--- src/design/magic_length_frame_deframer_core_macros.svh ---
// assertion macros shared by the deframer rtl
// no dependencies; define NO_ASSERTIONS to compile them out
`ifndef MAGIC_LENGTH_FRAME_DEFRAMER_CORE_MACROS_SVH
`define MAGIC_LENGTH_FRAME_DEFRAMER_CORE_MACROS_SVH
`ifndef NO_ASSERTIONS
`define MLFD_ASSERT(label, clk, rst_n, prop, msg) \
    label: assert property (@(posedge clk) disable iff (!rst_n) (prop)) else $error(msg);
`define MLFD_ASSERT_IMPL(label, clk, rst_n, ante, cons, msg) \
    label: assert property (@(posedge clk) disable iff (!rst_n) (ante) |-> (cons)) \
        else $error(msg);
`else
`define MLFD_ASSERT(label, clk, rst_n, prop, msg)
`define MLFD_ASSERT_IMPL(label, clk, rst_n, ante, cons, msg)
`endif
`endif

--- src/design/mlfd_pkg.sv ---
// shared types and constants of the magic/length frame deframer
// no dependencies
package mlfd_pkg;

    localparam int HDR_BYTES = 20;
    localparam int FILL_W    = $clog2(HDR_BYTES);
    localparam int CFG_IDX_W = 2;
    localparam int CFG_W     = 32;
    localparam int TDATA_W   = 144;

    localparam logic [31:0] LEN_MIN           = 32'd20;
    localparam logic [15:0] MAGIC_RESET       = 16'hC1EB;
    localparam logic [7:0]  VERSION_RESET     = 8'd1;
    localparam logic [31:0] MAX_LEN_RESET     = 32'd65536;

    localparam logic [CFG_IDX_W-1:0] CFG_MAGIC   = 2'd0;
    localparam logic [CFG_IDX_W-1:0] CFG_VERSION = 2'd1;
    localparam logic [CFG_IDX_W-1:0] CFG_MAX_LEN = 2'd2;

    localparam logic ITEM_HEADER = 1'b0;
    localparam logic ITEM_BODY   = 1'b1;

    typedef struct packed {
        logic [31:0] frame_len;
        logic [63:0] request_id;
        logic [15:0] method_id;
        logic [15:0] module_id;
        logic [7:0]  frame_kind;
    } hdr_t;

endpackage

--- src/design/mlfd_cell.sv ---
// one byte cell of the header window shift chain
// depends on nothing
module mlfd_cell
(
    input  logic       clk,
    input  logic       shift,
    input  logic [7:0] d,
    output logic [7:0] q
);

    logic [7:0] byte_reg;

    always_ff @(posedge clk)
    begin
        if (shift)
        begin
            byte_reg <= d;
        end
    end

    assign q = byte_reg;

endmodule

--- src/design/mlfd_window.sv ---
// 20-byte header window built from a chain of cells, plus the header check
// depends on mlfd_pkg and mlfd_cell
module mlfd_window
    import mlfd_pkg::*;
(
    input  logic        clk,
    input  logic        shift,
    input  logic [7:0]  in_byte,
    input  logic [15:0] magic_word,
    input  logic [7:0]  expected_version,
    input  logic [31:0] max_frame_len,
    output logic        hdr_ok,
    output hdr_t        hdr
);

    logic [7:0] q    [HDR_BYTES-1];
    logic [7:0] view [HDR_BYTES];

    // newest byte enters at the top cell, oldest leaves from cell 0
    for (genvar i = 0; i < HDR_BYTES - 1; i++)
    begin : g_cell
        if (i == HDR_BYTES - 2)
        begin : g_top
            mlfd_cell u_cell (.clk(clk), .shift(shift), .d(in_byte), .q(q[i]));
        end
        else
        begin : g_mid
            mlfd_cell u_cell (.clk(clk), .shift(shift), .d(q[i+1]), .q(q[i]));
        end
        assign view[i] = q[i];
    end

    // the incoming byte completes the window
    assign view[HDR_BYTES-1] = in_byte;

    // check is made on the window as it stands once the incoming byte is in
    always_comb
    begin
        hdr.frame_kind = view[3];
        hdr.module_id  = {view[4], view[5]};
        hdr.method_id  = {view[6], view[7]};
        hdr.request_id = {view[8], view[9], view[10], view[11],
                          view[12], view[13], view[14], view[15]};
        hdr.frame_len  = {view[16], view[17], view[18], view[19]};
        hdr_ok = (view[0] == magic_word[15:8]) && (view[1] == magic_word[7:0])
              && (view[2] == expected_version)
              && (hdr.frame_len >= LEN_MIN) && (hdr.frame_len <= max_frame_len);
    end

endmodule

--- src/design/magic_length_frame_deframer_core.sv ---
// a header transfer appears in the cycle after the byte that completes it, a body
// byte in the cycle after it is taken; one byte per cycle sustained while m_tready
// drains the output; rate is set by the window compare and the output register
// rst_n (async, active low) clears control state and restores register defaults;
// window bytes are not cleared, the fill count hides them
module magic_length_frame_deframer_core
    import mlfd_pkg::*;
(
    input  logic                 clk,
    input  logic                 rst_n,
    // configuration write port
    input  logic                 cfg_we,
    input  logic [CFG_IDX_W-1:0] cfg_index,
    input  logic [CFG_W-1:0]     cfg_wdata,
    // byte stream in
    input  logic                 s_tvalid,
    output logic                 s_tready,
    input  logic [7:0]           s_tdata,   // [7:0] data_byte
    // frame items out
    output logic                 m_tvalid,
    input  logic                 m_tready,
    // [7:0] frame_kind, [23:8] module_id, [39:24] method_id,
    // [103:40] request_id, [135:104] frame_len, [143:136] body_byte
    output logic [TDATA_W-1:0]   m_tdata,
    output logic                 m_tuser,   // item_type
    output logic                 m_tlast    // last_of_frame
);

`include "magic_length_frame_deframer_core_macros.svh"

    // configuration registers
    logic [15:0] magic_reg;
    logic [7:0]  version_reg;
    logic [31:0] max_len_reg;

    // control state
    logic [FILL_W-1:0] fill_reg, fill_next;
    logic              in_body_reg, in_body_next;
    logic [31:0]       body_rem_reg, body_rem_next;

    // output register
    logic               out_valid_reg, out_valid_next;
    logic [TDATA_W-1:0] out_data_reg, out_data_next;
    logic               out_type_reg, out_type_next;
    logic               out_last_reg, out_last_next;

    logic        take;
    logic        shift;
    logic        window_full;
    logic        hdr_ok;
    hdr_t        hdr;
    logic [31:0] hdr_body_len;

    // the output slot is free or being emptied in this cycle
    assign s_tready = !out_valid_reg || m_tready;
    assign take     = s_tvalid && s_tready;
    // bytes only enter the window while hunting
    assign shift    = take && !in_body_reg;
    assign window_full  = (fill_reg == FILL_W'(HDR_BYTES - 1));
    assign hdr_body_len = hdr.frame_len - LEN_MIN;

    mlfd_window u_window
    (
        .clk              (clk),
        .shift            (shift),
        .in_byte          (s_tdata),
        .magic_word       (magic_reg),
        .expected_version (version_reg),
        .max_frame_len    (max_len_reg),
        .hdr_ok           (hdr_ok),
        .hdr              (hdr)
    );

    always_ff @(posedge clk or negedge rst_n)
    begin
        if (!rst_n)
        begin
            magic_reg   <= MAGIC_RESET;
            version_reg <= VERSION_RESET;
            max_len_reg <= MAX_LEN_RESET;
        end
        else if (cfg_we)
        begin
            unique case (cfg_index)
                CFG_MAGIC:   magic_reg   <= cfg_wdata[15:0];
                CFG_VERSION: version_reg <= cfg_wdata[7:0];
                CFG_MAX_LEN: max_len_reg <= cfg_wdata;
                default:     ;  // unused index, write dropped
            endcase
        end
    end

    always_comb
    begin
        fill_next      = fill_reg;
        in_body_next   = in_body_reg;
        body_rem_next  = body_rem_reg;
        out_valid_next = out_valid_reg && !m_tready;
        out_data_next  = out_data_reg;
        out_type_next  = out_type_reg;
        out_last_next  = out_last_reg;

        if (take)
        begin
            if (in_body_reg)
            begin
                // body byte passes straight through
                out_valid_next = 1'b1;
                out_type_next  = ITEM_BODY;
                out_data_next  = {s_tdata, (TDATA_W - 8)'(0)};
                if (body_rem_reg <= 32'd1)
                begin
                    out_last_next = 1'b1;
                    body_rem_next = '0;
                    in_body_next  = 1'b0;
                end
                else
                begin
                    out_last_next = 1'b0;
                    body_rem_next = body_rem_reg - 32'd1;
                end
            end
            else if (!window_full)
            begin
                fill_next = fill_reg + FILL_W'(1);
            end
            else if (hdr_ok)
            begin
                // header found, restart the window after the body
                out_valid_next = 1'b1;
                out_type_next  = ITEM_HEADER;
                out_data_next  = {8'd0, hdr.frame_len, hdr.request_id, hdr.method_id,
                                  hdr.module_id, hdr.frame_kind};
                out_last_next  = (hdr_body_len == '0);
                body_rem_next  = hdr_body_len;
                in_body_next   = (hdr_body_len != '0);
                fill_next      = '0;
            end
            // rejected candidate: oldest byte already slid out, fill stays full-1
        end
    end

    always_ff @(posedge clk or negedge rst_n)
    begin
        if (!rst_n)
        begin
            fill_reg      <= '0;
            in_body_reg   <= 1'b0;
            body_rem_reg  <= '0;
            out_valid_reg <= 1'b0;
        end
        else
        begin
            fill_reg      <= fill_next;
            in_body_reg   <= in_body_next;
            body_rem_reg  <= body_rem_next;
            out_valid_reg <= out_valid_next;
        end
    end

    always_ff @(posedge clk)
    begin
        out_data_reg <= out_data_next;
        out_type_reg <= out_type_next;
        out_last_reg <= out_last_next;
    end

    assign m_tvalid = out_valid_reg;
    assign m_tdata  = out_data_reg;
    assign m_tuser  = out_type_reg;
    assign m_tlast  = out_last_reg;

    `MLFD_ASSERT(a_fill_range, clk, rst_n, fill_reg <= FILL_W'(HDR_BYTES - 1), "fill out of range")
    `MLFD_ASSERT_IMPL(a_body_rem, clk, rst_n, in_body_reg, body_rem_reg != '0, "empty body count")
    `MLFD_ASSERT_IMPL(a_body_fill, clk, rst_n, in_body_reg, fill_reg == '0, "window fill in body")
    `MLFD_ASSERT_IMPL(a_hdr_open, clk, rst_n,
        out_valid_reg && (out_type_reg == ITEM_HEADER) && !out_last_reg, in_body_reg,
        "open header without body state")

endmodule

--- config.mk ---
export PLATFORM = sky130hd
export DESIGN_NAME = magic_length_frame_deframer_core
export DESIGN_NICKNAME = d
export VERILOG_FILES = /design/src/design/mlfd_pkg.sv /design/src/design/mlfd_cell.sv /design/src/design/mlfd_window.sv /design/src/design/magic_length_frame_deframer_core.sv
export VERILOG_INCLUDE_DIRS = /design/src /design/src/design
export SDC_FILE = /design/constraint.sdc
export NUM_CORES = 1
export LEC_CHECK = 0
export ABC_AREA = 1
export BUFFER_PORTS_ARGS = -buffer_cell sky130_fd_sc_hd__buf_2
export CAP_MARGIN = 20
export CORE_MARGIN = 2
export CORE_UTILIZATION = 40
export DETAILED_ROUTE_END_ITERATION = 16
export SLEW_MARGIN = 0
export SYNTH_ARGS = -nofsm -noshare
export SYNTH_HDL_FRONTEND = slang
export SYNTH_HIERARCHICAL = 1
export SYNTH_SLANG_ARGS = --single-unit
--- constraint.sdc ---
create_clock -name clk -period 15.1 [get_ports clk]
set_clock_uncertainty 0.2 [all_clocks]
set_input_delay 0.755 -clock clk [delete_from_list [all_inputs] [get_ports clk]]
set_output_delay 0.755 -clock clk [all_outputs]
set_load 0.02 [all_outputs]
### After elaboration in Yosys (flattened, before gate mapping)

Cells that the tools add are included.

* register bits: 393

* add/subtract/negate cells: 3
* $lt $le $gt $ge: 3
* equal/unequal tests: 7
* muxes and demuxes: 23
* bitwise operators: 1
* reduce and logical (&&, ||, !) cells: 21

Operators with widths (number)
* 2-to-1 mux 144 bit: 3
* 2-to-1 mux 32 bit: 4
* greater-or-equal comparator 32 x 5 -> 1 bit, second input constant: 1
* less-or-equal comparator 32 x 1 -> 1 bit, second input constant: 1
* less-or-equal comparator 32 bit: 1
* logical NOT 32 bit: 1
* nonzero test 32 bit: 1
* subtractor 32 x 1 -> 32 bit, second input constant: 1
* subtractor 32 x 5 -> 32 bit, second input constant: 1
* equality test 8 bit: 3
* 2-to-1 mux 1 bit: 14
* 2-to-1 mux 5 bit: 2
* logical AND 1 bit: 7
* AND reduction 2 bit: 3
* AND reduction 3 bit: 2
* adder 5 x 1 -> 5 bit, second input constant: 1
* equality test 5 bit, second input constant: 1
* nonzero test 2 bit: 2
* logical NOT 1 bit: 3
* equality test 2 x 1 -> 1 bit, second input constant: 1
* equality test 2 bit, second input constant: 1
* logical NOT 2 bit: 1
* inequality test 2 x 1 -> 1 bit, second input constant: 1
* logical OR 1 bit: 1
* NOT 1 bit: 1

### Depth between registers and ports, before layout

Gate-level depths: netlist of the first run.

* depth in word-level cells: 9
* gate-level depth with buffers: 20
* mapped depth without buffers: 20

### Cells and area by module

The synthesis of the first run kept the hierarchy.

By module, submodules not included
* magic_length_frame_deframer_core: times used 1, cells an instance 1224, area each 11330.9 um2, sequential area each 6775.2 um2
* mlfd_cell: times used 19, cells an instance 8, area each 240.2 um2, sequential area each 240.2 um2
* mlfd_window: times used 1, cells an instance 219, area each 1308.8 um2, sequential area each 0.0 um2

### Least setup slack after synthesis of the first run

Ideal clock, no wire load.

* path type: input to register
* start point: input m_tready
* end point: register fill_reg[4]
* setup time: 0.132 ns
* arrival time: 9.080 ns
* data required time: 14.768 ns
* setup slack: 5.688 ns
* stages: 8
* path buffers: 0
* cells stage by stage: inv_1 nand2_1 nand2_1 nor2_1 o21ai_1 nor3_1 and3_1 nor3_1

* word-level cells in the longest chain between the ends: 3

Ends and longest elaborated chain
* start: declaration: RTL line magic_length_frame_deframer_core.sv:21 `input logic m_tready,`
* logical OR 1 bit: RTL line magic_length_frame_deframer_core.sv:55 `assign s_tready = !out_valid_reg || m_tready;`
* via s_tready: RTL line magic_length_frame_deframer_core.sv:17 `output logic s_tready,`
* logical AND 1 bit: RTL line magic_length_frame_deframer_core.sv:56 `assign take = s_tvalid && s_tready;`
* AND reduction 3 bit (no source line)
* end signal: assignment: RTL line magic_length_frame_deframer_core.sv:154 `fill_reg <= fill_next;`
* end: declaration: RTL line magic_length_frame_deframer_core.sv:37 `logic [FILL_W-1:0] fill_reg, fill_next;`

The timed path passes the listed nets, and every way through them passes these cells.
A chain may end at the register's enable or synchronous reset.

### Worst setup path in the final report of the first run

* start point: register in_body_reg
* end point: register body_rem_reg[18]

* word-level cells in the longest chain between the ends: 2
* elaborated cells on any way between the ends: 4
* classes of those cells: 1 x mux; 3 x reduce/logical

Ends and longest elaborated chain
* start: declaration: RTL line magic_length_frame_deframer_core.sv:38 `logic in_body_reg, in_body_next;`
* start signal: assignment: RTL line magic_length_frame_deframer_core.sv:155 `in_body_reg <= in_body_next;`
* nonzero test 2 bit (no source line)
* AND reduction 3 bit (no source line)
* end signal: assignment: RTL line magic_length_frame_deframer_core.sv:156 `body_rem_reg <= body_rem_next;`
* end: declaration: RTL line magic_length_frame_deframer_core.sv:39 `logic [31:0] body_rem_reg, body_rem_next;`

Parallel ways exist; a longest one is shown, timed or not.

==> summary by stage, run 1 <==
STA
For the finished layout, the period the worst path requires is 3.86 ns. The count of final setup violators is 0. For the pin with the worst max-slew slack, the measured transition is between 1 and 1.5 ns. The worst setup margin is about 11 ns. The remaining max-slew budget at the tightest pin is 0.319. Timing would allow up to around 0.26 GHz. Hold is met by approximately 0.22 ns. The number of slew-limit violations in the final report is 0. Setup repair after global routing left no endpoint under its margin.

The final count of hold timing violations is 0. The final clock period utilization by the worst path is 0.256. The accumulated negative setup slack is 0 ns.

Critical path
The signal on the critical path passes through clkinv_1 > a21oi_4 > buf_12 > o21ai_0 > a31oi_1 > a21oi_1. The biggest fanout along the worst timing path is ~190. The required time at the endpoint of the critical path is 15.32 ns. The worst setup path is captured at a register. STA puts the critical path data arrival time at about 4.1 ns. The worst setup path is launched from a register. For this run, the slowest stage of the critical path takes 0.97 ns. The slowest stage of the critical path is the dfrtp_4 cell. The worst setup path is of the register to register kind.

Power and ir drop
Of the total power, the share spent switching nets is 0.233. The combinational group share of total power is 0.071. The share of total power dissipated in sequential elements is 0.506.

The power spent charging and discharging nets is between 500 and 600 µW. The power per standard cell area is 125 mW/mm². IR analysis of the VDD net gives a maximum drop of roughly 0.071 mV. In this run the static leakage power is slightly below 0.009 µW. Of the total power, the clock network draws 0.423. The cell internal power dissipation is around 1900 µW.

Placement
OpenSTA, run right after detailed placement, puts the worst setup slack at roughly 11 ns. The count of buffers from port buffering is between 150 and 200. The routability-driven placement congestion ratio is between 0.8 and 0.9. The placed wire-length estimate after detailed placement is ~27000 µm.

The total placed cells including tap cells is ~2300.

Final layout
The count of cells in the finished layout, fillers not included, comes to between 2000 and 2500. The area overhead of the layout relative to synthesis is 17.4%. The share of final-layout standard cells stronger than drive strength 1 is 0.199. The count of fill cells added during filler insertion is 3867. At the end of the flow, the number of nets in the layout was 1882.

CTS
In this run the deepest clock path goes through 3 buffers. Clock tree synthesis inserted a total of 44 buffers. CTS built an H-tree with a depth of 2.

The master cell of the clock root buffer is clkbuf_16. The post-cts sizing count is 0. The clock reaches the later pin of the worst-skew pair after about 0.57 ns. TritonCTS built the clock tree. The post-CTS setup buffer count is 0. Clock-pin slew was measured on the worst setup and hold paths at 0.07 ns. The tree built by TritonCTS fans out to between 300 and 400 sinks.

Logic synthesis
The cell with the most instances after synthesis is edfxtp_1. The post-synthesis cell count is about 1600. The number of flops mapped to enable cells by yosys is a little under 300. Of the post-synthesis cell area, the dominant cell type holds 0.520.

The most used flip-flop cell after synthesis is edfxtp_1. In the synthesized netlist the async set-or-reset flop fraction comes to 0.242. The total number of yosys warnings is 6.

The synthesized area per cell is 10.8 µm². The post-synth design cell area is around 0.017 mm². The number of distinct library cells after synthesis is 48. Sorting the synthesized cells by area gives the leading types as edfxtp_1 52%, dfrtp_1 12%, nor2_1 6.2%, nand2_1 5.7%, inv_1 5.1%. The number of nets produced by synthesis is approximately 1700. edfxtp_1 takes more of the synthesized area than any other cell. The count of state elements after synthesis is between 300 and 400. After synthesis, the most frequently instantiated cells are 298 x edfxtp_1, 284 x nor2_1, 259 x nand2_1. The sequential element share of the synthesized area is 0.659.

Global route
The via count of the first global-routing pass is between 10000 and 15000. For this run, the total global-route usage over all layers was measured as 0.178. Entering global routing, the biggest net connects between 150 and 200 pins. The initial antenna violation count was 3. The total global routing overflow is 0. The first global-routing pass estimated 61200 µm of wire.

Floorplan
After floorplanning, the core was sized to cover ~0.042 mm². The die area is ~0.045 mm². Row generation in the floorplan step produced between 70 and 80 rows. The initial core utilization is 0.407. The number of ports placed on the die boundary is ~200.

The die is ~210 µm wide. In this run the vertical extent of the chip is between 200 and 250 µm.

Drt
In this run the remaining antenna-violating nets after routing total 0. After detailed routing, the average wire length per cell comes to ~17 µm. The detailed router placed between 10000 and 15000 vias in this run. The wire length reported by the detailed router is between 30000 and 40000 µm. The first-pass detailed-route iteration total is 4. After detailed routing, the number of vias per cell comes to 4.83.

The remaining design rule violation count is 0. The first routing iteration left 936 violations.

Status
The run finished with clean final reports.

Hold path
The path class of the tightest hold or removal check is input pin to register.

Job
Max-cap violations in this run came to 0.
==> critical path: cells and delay by family, from the launching register on <==
| family | cells | cell delay (ns) |
|---|---|---|
| DFF | 1 | 0.97 |
| AOI/OAI and AO/OA | 4 | 0.90 |
| buffers and inverters | 2 | 1.58 |
==> power groups by stage <==
stage / clock network, µW / registers [µW] / logic (µW)
after global routing: 1140 / 1290 / 209
after floorplan: 0 / 1290 / 130
final: 1070 / 1280 / 178
after global placement: 0 / 1300 / 171
after detailed placement: 0 / 1300 / 177
after CTS: 1100 / 1280 / 179
==> cell families (layout without fill, tap and decap cells) <==
kind of cell | Yosys count | after routing | synth area share
and+or+nand+nor | 676 | 676 | 0.170
DFF | 393 | 393 | 0.659
buffers and inverters | 291 | 529 | 0.0674
AOI/OAI and AO/OA | 137 | 137 | 0.0429
xor gates and xnor gates | 45 | 45 | 0.0229
adders and majority gates | 37 | 37 | 0.0269
muxes | 16 | 16 | 0.0105
other | 0 | 2 | 0
==> routing by layer <==
metal	track usage	part of all wire	up-vias
met5	0	0	-
met4	0.0593	0.024	0
met3	0.0340	0.052	59
met2	0.288	0.48	285
met1	0.243	0.44	5513
li1	-	-	5599
==> per-stage QoR <==
stage	power, µW	instance area, µm²	util
after floorplan	1420	17200	-
after global placement	1470	18700	0.443
after detailed placement	1480	18700	0.443
after CTS	2550	20100	0.477
after global routing	2630	20200	0.478
final	2530	20200	0.478
==> final cells by class <==
cell class,count,area (µm²),share of cell area
Timing Repair Buffer,203,1100,0.0542
Tap cell,539,674,0.0334
Clock buffer,57,1200,0.0595
Antenna cell,2,5.00,0.000248
Clock inverter,24,236,0.0117
Sequential cell,393,11300,0.561
Multi-Input combinational cell,911,4730,0.234
Inverter,245,920,0.0455
==> worst paths after layout <==
| check | end | cells after the start | slack, ns | start |
|---|---|---|---|---|
| max in group asynchronous | magic_reg[15]$_DFFE_PN1P_ | 4 | 13.37 | rst_n |
| setup / recovery | body_rem_reg[18]$_DFFE_PN0P_ | 6 | 11.24 | in_body_reg$_DFFE_PN0P_ |
| setup reg to reg | body_rem_reg[18]$_DFFE_PN0P_ | 6 | 11.24 | in_body_reg$_DFFE_PN0P_ |
| hold reg to reg | u_window/g_cell[9].g_mid.u_cell/q[6]$_DFFE_PP_ | 0 | 0.24 | u_window/g_cell[10].g_mid.u_cell/q[6]$_DFFE_PP_ |
| hold / removal | max_len_reg[28]$_DFFE_PN0P_ | 2 | 0.22 | cfg_wdata[28] |
| min in group asynchronous | version_reg[3]$_DFFE_PN0P_ | 2 | 0.43 | rst_n |
==> placed cells by master (no fill, tap or decap), drive strengths merged <==
| cell | n |
|---|---|
| nand2 | 273 |
| inv | 247 |
| or2 | 8 |
| buf | 202 |
| nor2 | 307 |
| a21o | 1 |
| bufinv | 4 |
| edfxtp | 298 |
| xnor2 | 17 |
| a21oi | 44 |
| ha | 37 |
| a22oi | 3 |
| a31oi | 10 |
| dfrtp | 84 |
| a31o | 1 |
| xor2 | 28 |
| nand3b | 2 |
| and3 | 1 |
| o21ai | 72 |
| nor3b | 1 |
| mux2 | 16 |
| clkbuf | 57 |
| nor3 | 20 |
| o21a | 2 |
| dfstp | 11 |
| o211ai | 1 |
| diode | 2 |
| o22ai | 2 |
| dlygate4sd3 | 1 |
| clkinv | 18 |
| o22a | 1 |
| nand3 | 45 |
| nand4 | 19 |
==> what timing repair did <==
item                                    CTS  global route
endpoints found under the setup margin    0             0
hold buffers                              1             0
endpoints found under the hold margin    13             0
No activity file was read; power rests on OpenSTA's default activity.
==> run 2: changes to the inputs <==
==> constraint.sdc (replaced) <==
create_clock -name clk -period 4 [get_ports clk]
set_clock_uncertainty 0.2 [all_clocks]
set_input_delay 0.2 -clock clk [delete_from_list [all_inputs] [get_ports clk]]
set_output_delay 0.2 -clock clk [all_outputs]
set_load 0.02 [all_outputs]
==> run 2 against run 1 <==
Net effect:
- clock power grew to 3.7 times the previous value
- flip-flop and latch count stayed put
- largest power group unchanged
- register-to-register slack worse by 11 ns
- die area stayed put
==> summary by stage, run 2 (same netlist as run 1, synthesis figures left out) <==
Global route
The initial antenna violation count is 0. For this run, global-route usage on met1 was measured as 0.262. The pin count of the biggest net entering global routing is ~110. The wire length of the first global-routing pass is ~63000 µm. In the global route stage, met3 resource usage came out at 0.0301. The total global routing overflow is 0. Across every metal layer, demand over resource in global routing totals 0.184. The most utilized layer in the global route result is met2. The routing usage on met2 is 0.291. The via count of the first global-routing pass was around 11000.

CTS
For the worst-skew pair, the clock arrives at the later sink with an insertion delay of approximately 0.57 ns. For this design, the sink count on the clock tree is 393. The post-cts sizing count is 0. The H-tree was split into 2 levels. The total CTS buffers is 44. After clock tree synthesis, the clock-pin slew on the worst setup and hold paths is 0.06 ns. The CTS tree is done. The maximum buffer depth of the clock tree is 3.

The cell sitting at the root of the clock tree is a clkbuf_16.

Critical path
The signal on the critical path passes through ha_1 > a21oi_1 > o21ai_1 > nand2_1 > nand2_1 > a21oi_1 > nand2_1 > a21oi_2 > nand2_1 > a21oi_4 > buf_12 > buf_4. The setup slack of the most critical reg-to-reg path is 0.64 ns. Data arrives at the worst endpoint at approximately 3.4 ns. On the worst path, the slowest cell contributes a delay of roughly 0.54 ns. The critical setup path kind is register to register. STA classifies the critical path endpoint as a register.

The biggest fanout along the worst timing path is around 60. The cell type of the slowest stage on the worst timing path is edfxtp_1. The cell repeated most along the worst path is nand2_1.

STA puts the critical path data required time at ~4 ns. The critical path startpoint category is a register.

Final layout
In the final layout, the multi-input gates occupy between 0.004 and 0.005 mm². The library cells used most frequently in the layout, excluding fill and tap cells, are 298 x edfxtp_1, 283 x nor2_1, 257 x nand2_1. The net count of the finished layout is just under 2000. The repair_antennas step left the layout with diodes totalling 0. In the final layout, flip-flops and latches occupy 0.0113 mm². The post-layout instance area is between 0.02 and 0.025 mm². The share of final-layout standard cells stronger than drive strength 1 is 0.200. Leaving out fill and tap cells, the most frequent cell in the layout is edfxtp_1. Counting the fill cells in the layout gives 3902. The area overhead of the layout relative to synthesis is 20.6%.

STA
The final clock period utilization by the worst path is 0.840. Static timing analysis puts the maximum clock frequency at approximately 0.30 GHz. The worst setup margin is roughly 0.64 ns. The remaining max-slew budget at the tightest pin is 0.457.

The final critical path time including I/O delays and setup is 3.36 ns. At the pin with the least slew margin, the transition time is around 0.81 ns. The count of final setup violators is 0. The final count of hold timing violations was 0.

The number of slew-limit violations in the final report is 0. Setup repair after global routing left no endpoint under its margin.

Placement
During placement, the flow inserted port buffers numbering roughly 190. The post-place setup slack is around 0.67 ns. After legalization and detailed placement, the total HPWL measured 27900 µm. The congestion estimate from routability-driven global placement came to roughly 0.86.

The placed instances occupy a cell area of about 0.019 mm².

Floorplan
The overall die height is 211 µm. The initial utilization of the core area, before any placement, comes to 0.407. The die is about 210 µm wide. The floorplan has 75 rows. For this design the top-level I/O count stands at slightly below 200.

After floorplanning, the core was sized to cover roughly 0.042 mm². The die covers roughly 0.045 mm².

Power and ir drop
Summed over all cells, the static leakage comes to 0.00902 µW. VDD sags by at most about 0.28 mV. In this run the power density over the cells is around 460 mW/mm².

Drt
The first-pass detailed-route iteration total is 8. The vias after detailed routing is 11700. The wire length reported by the detailed router is just over 40000 µm. In the final routed layout, each cell accounts on average for approximately 17 µm.

The routed via count divided by cell count is 4.83. The initial detailed-routing violation count is 835. In this run the remaining antenna-violating nets after routing total 0.

For this run, design rule violations remaining after detail routing come to 0.

Hold path
The class of the worst hold path is input pin to register.

Status
The flow ran to the end, and the final reports show no timing, DRC or antenna violations.

Job
Across the run, the number of max-cap violations was 0.
[run 2: cell count changes in the layout (fill, tap and decap cells not counted), sizes merged]
cell	before	now
clkinvlp	0	1
clkinv	18	21
diode	2	0
buf	202	208
clkbuf	57	52
dlygate4sd3	1	47
[run 2: cell type report]
class                      count  area share
clock buffer                  52      0.0565
timing repair buffer         255      0.0784
clock inverter                28      0.0128
tap                          539      0.0325
multi-input combinational    911       0.229
inverter                     245      0.0443
sequential                   393       0.547
[run 2: power by group]
part | total (µW) | internal, µW | switching (µW) | leakage, µW
combinational | 728 | 298 | 430 | 0.00439
clock | 4000 | 2360 | 1640 | 0.000713
sequential | 4820 | 4650 | 168 | 0.00392
[run 2: final timing paths]
| kind | start | cells after the start | end |
|---|---|---|---|
| setup / recovery | u_window/g_cell[16].g_mid.u_cell/q[3]$_DFFE_PP_ | 12 | m_tdata[137]$_SDFFCE_PN0P_ |
| hold / removal | cfg_index[1] | 5 | magic_reg[14]$_DFFE_PN1P_ |
| setup reg to reg | u_window/g_cell[16].g_mid.u_cell/q[3]$_DFFE_PP_ | 12 | m_tdata[137]$_SDFFCE_PN0P_ |
| hold reg to reg | u_window/g_cell[13].g_mid.u_cell/q[6]$_DFFE_PP_ | 0 | u_window/g_cell[12].g_mid.u_cell/q[6]$_DFFE_PP_ |
| max in group asynchronous | rst_n | 4 | in_body_reg$_DFFE_PN0P_ |
| min in group asynchronous | rst_n | 3 | body_rem_reg[2]$_DFFE_PN0P_ |
[run 2: per-stage QoR]
stage          hold WS, ns  std cells  total power [µW]  TNS, ns  utilization
2_1_floorplan       -0.296       1595              5340   -0.396            -
3_3_place_gp        0.0627       2293              5560        0        0.445
3_5_place_dp        0.0601       2293              5590        0        0.445
4_1_cts              0.142       2418              9640        0        0.489
5_1_grt             0.0349       2423              9950        0        0.491
6_report            0.0212       2423              9550        0        0.491
[run 2: critical path: cells and delay by family, from the launching register on]
kind / cells / cell delay (ns)
adder cells (fa/ha/maj): 1 / 0.38
buffers and inverters: 2 / 0.74
AND/OR/NAND/NOR: 4 / 0.35
AO/OA/AOI/OAI: 5 / 0.78
flip-flops: 1 / 0.54
[run 2: what timing repair did]
item / CTS / global route
hold buffers: 45 / 2
endpoints found under the hold margin: 124 / 1
buffers inserted: 0 / 0
[run 2: metal layers]
metal | part of all wire | up-vias
met2 | 0.47 | 309
met1 | 0.47 | 5625
met5 | 0 | -
met3 | 0.048 | 62
li1 | - | 5710
met4 | 0.021 | 0
